$ cat src/rtl/assert_macros.svh
`ifndef ASSERT_MACROS_SVH
`define ASSERT_MACROS_SVH

// same-cycle implication, sampled on clk, off while rst_n is low
`define CHK_SAME(lbl, ante, cons, msg) \
  lbl: assert property (@(posedge clk) disable iff (!rst_n) (ante) |-> (cons)) \
    else $error(msg);

// next-cycle implication, sampled on clk, off while rst_n is low
`define CHK_NEXT(lbl, ante, cons, msg) \
  lbl: assert property (@(posedge clk) disable iff (!rst_n) (ante) |=> (cons)) \
    else $error(msg);

`endif

$ cat src/rtl/lbm_pkg.sv
package lbm_pkg;

  localparam int PANEL_W       = 16;
  localparam int PANEL_H       = 8;
  localparam int MAX_LEVEL     = 15;
  localparam int PANELS_ACROSS = 2;
  localparam int PANELS_DOWN   = 2;

  localparam int HALF_LEN  = PANEL_W * PANEL_H / 2;
  localparam int PLANE_LEN = PANELS_ACROSS * PANELS_DOWN * HALF_LEN;
  localparam int PLANE_SH  = $clog2(PLANE_LEN);

  localparam int COL_W   = $clog2(PANEL_W / 4);
  localparam int ROW_W   = $clog2(PANEL_H / 2);
  localparam int LEVEL_W = $clog2(MAX_LEVEL + 1);
  localparam int ADDR_W  = 12;
  localparam int CFG_W   = 2;
  localparam int CFG_IDX_W = 2;

  localparam logic [ADDR_W-1:0] ADDR_FLIP = ADDR_W'(2);
  localparam logic [LEVEL_W-1:0] LEVEL_LAST = LEVEL_W'(MAX_LEVEL);

  localparam logic [CFG_IDX_W-1:0] REG_MAP_X0_Y0 = 2'd0;
  localparam logic [CFG_IDX_W-1:0] REG_MAP_X0_Y1 = 2'd1;
  localparam logic [CFG_IDX_W-1:0] REG_MAP_X1_Y0 = 2'd2;
  localparam logic [CFG_IDX_W-1:0] REG_MAP_X1_Y1 = 2'd3;

  typedef struct packed {
    logic [4:0] pos_x;
    logic [3:0] pos_y;
    logic [7:0] top_red_one;
    logic [7:0] top_red_two;
    logic [7:0] top_green;
    logic [7:0] top_blue;
    logic [7:0] bot_red_one;
    logic [7:0] bot_red_two;
    logic [7:0] bot_green;
    logic [7:0] bot_blue;
  } pixel_in_t;

  typedef struct packed {
    logic [ADDR_W-1:0] buf_address;
    logic [7:0]        buf_byte;
    logic              last_level;
  } byte_out_t;

endpackage

$ cat src/rtl/led_matrix_bitplane_mapper_core.sv
// start-up: the accepting edge loads item_r and sets active_r, then out_r registers the first result with out_strobe
// throughput: MAX_LEVEL+1 results (16) per pixel pair, one per cycle, set by the level counter
// busy drops during the last level so the next pair follows with no gap
// bottom-half rows produce no result and leave the core idle
// reset: synchronous active-low rst_n clears control and restores the default panel map
module led_matrix_bitplane_mapper_core (
  input  logic                                clk,
  input  logic                                rst_n,
  input  logic                                start,
  output logic                                busy,
  input  lbm_pkg::pixel_in_t                  in_data,
  output logic                                out_strobe,
  output lbm_pkg::byte_out_t                  out_data,
  input  logic                                cfg_we,
  input  logic [lbm_pkg::CFG_IDX_W-1:0]       cfg_index,
  input  logic [lbm_pkg::CFG_W-1:0]           cfg_data
);
  import lbm_pkg::*;

  `include "assert_macros.svh"

  logic [CFG_W-1:0]   map_x0_y0_r, map_x0_y1_r, map_x1_y0_r, map_x1_y1_r;
  pixel_in_t          item_r;
  logic               active_r, active_nxt;
  logic [LEVEL_W-1:0] level_r, level_nxt;
  logic               out_strobe_r;
  byte_out_t          out_r, out_nxt;
  logic               accept;
  logic               top_half;
  logic               last;
  logic [CFG_W-1:0]   slot;
  logic [7:0]         base;
  logic [7:0]         lvl8;
  logic [7:0]         bits;

  assign last     = (level_r == LEVEL_LAST);
  assign busy     = active_r && !last;
  assign accept   = start && !busy;
  assign top_half = !in_data.pos_y[ROW_W];

  always_comb begin
    case ({item_r.pos_x[4], item_r.pos_y[3]})
      2'b00:   slot = map_x0_y0_r;
      2'b01:   slot = map_x0_y1_r;
      2'b10:   slot = map_x1_y0_r;
      default: slot = map_x1_y1_r;
    endcase
    base = {slot, item_r.pos_x[3:COL_W], item_r.pos_y[ROW_W-1:0], item_r.pos_x[COL_W-1:0]};
    lvl8 = 8'(level_r);
    bits[0] = ((base & 8'(PLANE_LEN - 1)) == 8'(PLANE_LEN - 1));
    bits[1] = item_r.top_red_two > lvl8;
    bits[2] = item_r.top_green   > lvl8;
    bits[3] = item_r.top_blue    > lvl8;
    bits[4] = item_r.bot_red_one > lvl8;
    bits[5] = item_r.bot_red_two > lvl8;
    bits[6] = item_r.bot_green   > lvl8;
    bits[7] = item_r.bot_blue    > lvl8;
    out_nxt.buf_address = (ADDR_W'(base) + (ADDR_W'(level_r) << PLANE_SH)) ^ ADDR_FLIP;
    out_nxt.buf_byte    = bits;
    out_nxt.last_level  = last;
  end

  always_comb begin
    active_nxt = active_r;
    level_nxt  = level_r;
    if (active_r) begin
      level_nxt = level_r + LEVEL_W'(1);
      if (last) begin
        active_nxt = 1'b0;
      end
    end
    if (accept) begin
      active_nxt = top_half;
      level_nxt  = '0;
    end
  end

  always_ff @(posedge clk) begin
    if (!rst_n) begin
      map_x0_y0_r  <= 2'd0;
      map_x0_y1_r  <= 2'd1;
      map_x1_y0_r  <= 2'd2;
      map_x1_y1_r  <= 2'd3;
      active_r     <= 1'b0;
      level_r      <= '0;
      out_strobe_r <= 1'b0;
    end else begin
      if (cfg_we) begin
        unique case (cfg_index)
          REG_MAP_X0_Y0: map_x0_y0_r <= cfg_data;
          REG_MAP_X0_Y1: map_x0_y1_r <= cfg_data;
          REG_MAP_X1_Y0: map_x1_y0_r <= cfg_data;
          REG_MAP_X1_Y1: map_x1_y1_r <= cfg_data;
          default: ;
        endcase
      end
      active_r     <= active_nxt;
      level_r      <= level_nxt;
      out_strobe_r <= active_r;
    end
  end

  always_ff @(posedge clk) begin
    if (accept) begin
      item_r <= in_data;
    end
    if (active_r) begin
      out_r <= out_nxt;
    end
  end

  assign out_strobe = out_strobe_r;
  assign out_data   = out_r;

  `CHK_SAME(a_run_starts, accept && top_half, ##2 out_strobe, "accepted pair gave no result")
  `CHK_NEXT(a_run_contig, out_strobe && !out_data.last_level, out_strobe, "gap inside a run")
  `CHK_SAME(a_plane_end, out_strobe && out_data.buf_byte[0],
    out_data.buf_address[PLANE_SH-1:0] == PLANE_SH'(PLANE_LEN - 3),
    "plane end mark at wrong address")
  `CHK_SAME(a_busy_idle, !active_r, !busy, "busy without an active pair")

endmodule
$ cat config.mk
export PLATFORM = sky130hd
export DESIGN_NAME = led_matrix_bitplane_mapper_core
export DESIGN_NICKNAME = d
export VERILOG_FILES = /design/src/rtl/lbm_pkg.sv /design/src/rtl/led_matrix_bitplane_mapper_core.sv
export VERILOG_INCLUDE_DIRS = /design/src /design/src/rtl
export SDC_FILE = /design/constraint.sdc
export NUM_CORES = 1
export LEC_CHECK = 0
export ABC_CLOCK_PERIOD_IN_PS = 3400
export BUFFER_PORTS_ARGS = -buffer_cell sky130_fd_sc_hd__buf_2
export CELL_PAD_IN_SITES_DETAIL_PLACEMENT = 1
export CELL_PAD_IN_SITES_GLOBAL_PLACEMENT = 2
export CORE_MARGIN = 1
export CORE_UTILIZATION = 36
export DETAILED_ROUTE_END_ITERATION = 6
export PLACE_DENSITY_LB_ADDON = 0.1
export SYNTH_ARGS = -nofsm -noshare
export SYNTH_HDL_FRONTEND = slang
export SYNTH_SLANG_ARGS = --single-unit
$ cat constraint.sdc
create_clock -name clk -period 3.4 [get_ports clk]
set_clock_uncertainty 0.2 [all_clocks]
set_input_delay 0.51 -clock clk [delete_from_list [all_inputs] [get_ports clk]]
set_output_delay 0.51 -clock clk [all_outputs]
set_load 0.01 [all_outputs]
==> impl_metrics.json <==
{
  "layout.cells.most_common_list": "95 x buf_2, 85 x edfxtp_1, 29 x ha_1, 19 x inv_1, 15 x nand2_1",
  "io_pins": 104,
  "hold_buffers": 0,
  "start_util_pct": 37.45,
  "grt_pass1_vias": 2407,
  "drive_gt1_share_pct": 33.80,
  "synth.largest_area_cell": "edfxtp_1",
  "cp-start-kind": "flop",
  "grt-ovfl-total": 0,
  "fmax_ghz": 0.4353,
  "path_cells": "buf_4, ha_1, and3_4, nand2b_4, inv_1, buf_2",
  "syn-num-nets": 351,
  "p_leak_nw": 1.854,
  "drv_slew": 0,
  "synthAdderAreaFrac_pct": 9.301,
  "drtAntennaViolNets": 0,
  "routed_wl_mm": 7.087,
  "yosysSeqAreaShare_pct": 72.61,
  "cts_setup_buffers": 0,
  "detailedPlace.worstSlack_ps": 1263,
  "fin_ws_ps": 1103,
  "die_h_um": 106.1,
  "n_antenna_cell": 0,
  "antenna_found_initial": 0,
  "setup-tns-final_ps": 0,
  "first_pass_iters": 4,
  "grt_pass1_wl_mm": 11.51,
  "drcViolationCount": 0,
  "synth-xor-area-share_pct": 0.6735,
  "min_period_over_period_pct": 67.57,
  "io_buffers": 95,
  "cp_slowest_cell": "dfxtp_1",
  "worst_slew_pin_slew_ps": 421.1,
  "ys_top_cells_by_area": "edfxtp_1 65%, ha_1 9.3%, dfxtp_1 7.2%",
  "grt_start_max_net_pins": 34,
  "min_period_ps": 2297,
  "syn_area_um2": 3901,
  "yosys_warnings": 0,
  "clockRootBuffer": "clkbuf_8",
  "hold_class": "in2reg",
  "final_common_cell": "buf_2",
  "clock-sinks": 99,
  "drt_iter0_markers": 59,
  "rsz0062_at_grt": "false",
  "cts_tree": "done",
  "cp.arrival_ps": 1590,
  "hpwl_mm": 5.020,
  "status": "finished, final reports clean",
  "synth.area.mux_share_pct": 3.464,
  "nets": 460,
  "path_max_fanout": 11,
  "synth_top_family_by_area": "adder cells",
  "synth_compound_area_share_pct": 4.362,
  "dpl-instance-area_um2": 4573,
  "syn-instance-count": 241,
  "cts_max_level": 3,
  "worstSetupPathType": "reg2out",
  "die-area_um2": 11260,
  "wl_per_cell_um": 14.43,
  "fillers": 1103,
  "slew_headroom_pct": 71.92,
  "synthSimpleGateAreaFrac_pct": 7.665,
  "fin_area_um2": 4733,
  "endpoint_kind": "output port",
  "clock_path_buffers": 2,
  "cts_buffers": 9,
  "synth_cell_types": 29,
  "die_w_um": 106.1,
  "setup_violations": 0,
  "max-vdd-ir-drop_mv": 0.2228,
  "path_delay_family": "buffers and inverters",
  "path_clk_slew_ps": 90,
  "max-cap-violations": 0,
  "crit_required_ps": 2690,
  "area_delta_synth_final_pct": 21.33,
  "avgSynthCellArea_um2": 16.19,
  "row_count": 37,
  "synth_seq_cells": 99,
  "hold_violations": 0,
  "grt_usage_pct": 14.06,
  "clk_latency_ps": 370,
  "yosys.area.top_type_share_pct": 65.43,
  "fin_hold_ws_ps": 105.6,
  "core-area_um2": 10420,
  "vias_per_cell": 4.611,
  "vias": 2264,
  "globalplace.congestion": 0.7102,
  "cts-resized-gates": 0,
  "cellPowerDensity_nw_per_um2": 473.0,
  "path_buf_inv": 3,
  "critical-path-max-stage-delay_ps": 310
}
[logic make-up after synthesis]
logic type	after synthesis
xor gates and xnor gates	3
and+or+nand+nor	51
DFF	99
adders and majority gates	29
AOI/OAI and AO/OA	28
buffers and inverters	20
muxes	11
[cells in the mapped netlist]
cell type and instances:
a21bo_4 1, a21boi_0 1, a21o_1 6, a21oi_1 13
and2_1 1, and2_2 1, and3_4 1, clkbuf_1 1
dfxtp_1 14, edfxtp_1 85, ha_1 29, inv_1 19
mux2i_1 9, mux4_2 2, nand2_1 15, nand2b_1 1
nand2b_4 1, nand3_1 3, nand3b_1 2, nand4_1 8
nor2_1 5, nor2b_1 4, nor3_2 1, nor3b_2 1
nor4_1 1, o21ai_0 6, o22ai_1 1, or4_1 6
xnor2_1 3
[final timing paths]
path,from,to,slack (ps),cells after the start
max,level_r[0],busy,1100,6
min,in_data[25],item_r[25],110,1
max reg2reg,level_r[0],item_r[39],1290,6
min reg2reg,base[2],out_data[11],260,0
[area by class of cell]
type | instances | area, um2 | area share [%]
clock buffer | 10 | 127.6 | 2.696
multi-input combinational | 122 | 993.5 | 20.99
clock inverter | 6 | 32.53 | 0.6873
inverter | 19 | 71.32 | 1.507
sequential | 99 | 2833 | 59.85
timing repair buffer | 99 | 505.5 | 10.68
tap | 136 | 170.2 | 3.595
[flip-flops by register name, indices dropped and copies added (netlist names)]
| name | count |
|---|---|
| map_x1_y1_r | 2 |
| map_x0_y1_r | 2 |
| item_r | 58 |
| out_strobe | 1 |
| map_x1_y0_r | 2 |
| base | 6 |
| level_r | 4 |
| map_x0_y0_r | 2 |
| active_r | 1 |
| out_data | 21 |
[layer usage]
metal | track usage (%) | part of all wire (%) | vias up
met5 | 0 | 0 | -
met2 | 22.36 | 47 | 66
met3 | 3.801 | 4.9 | 12
met1 | 16.76 | 45 | 1064
li1 | - | - | 1122
met4 | 9.226 | 2.8 | 0
[stage by stage]
stage,cells,utilization (%),power [mW]
after floorplan,241,-,1.524
after global placement,475,43.90,1.606
after detailed placement,475,43.90,1.616
after CTS,491,45.44,2.278
after global routing,491,45.44,2.337
final,491,45.44,2.239
[power breakdown]
part / switching [mW] / internal, mW / total, mW
Sequential: 0.0190 / 1.39 / 1.41
Clock: 0.398 / 0.259 / 0.657
Combinational: 0.0938 / 0.0782 / 0.172
Total: 0.511 / 1.73 / 2.24
Power figures use the tool's default switching activity.
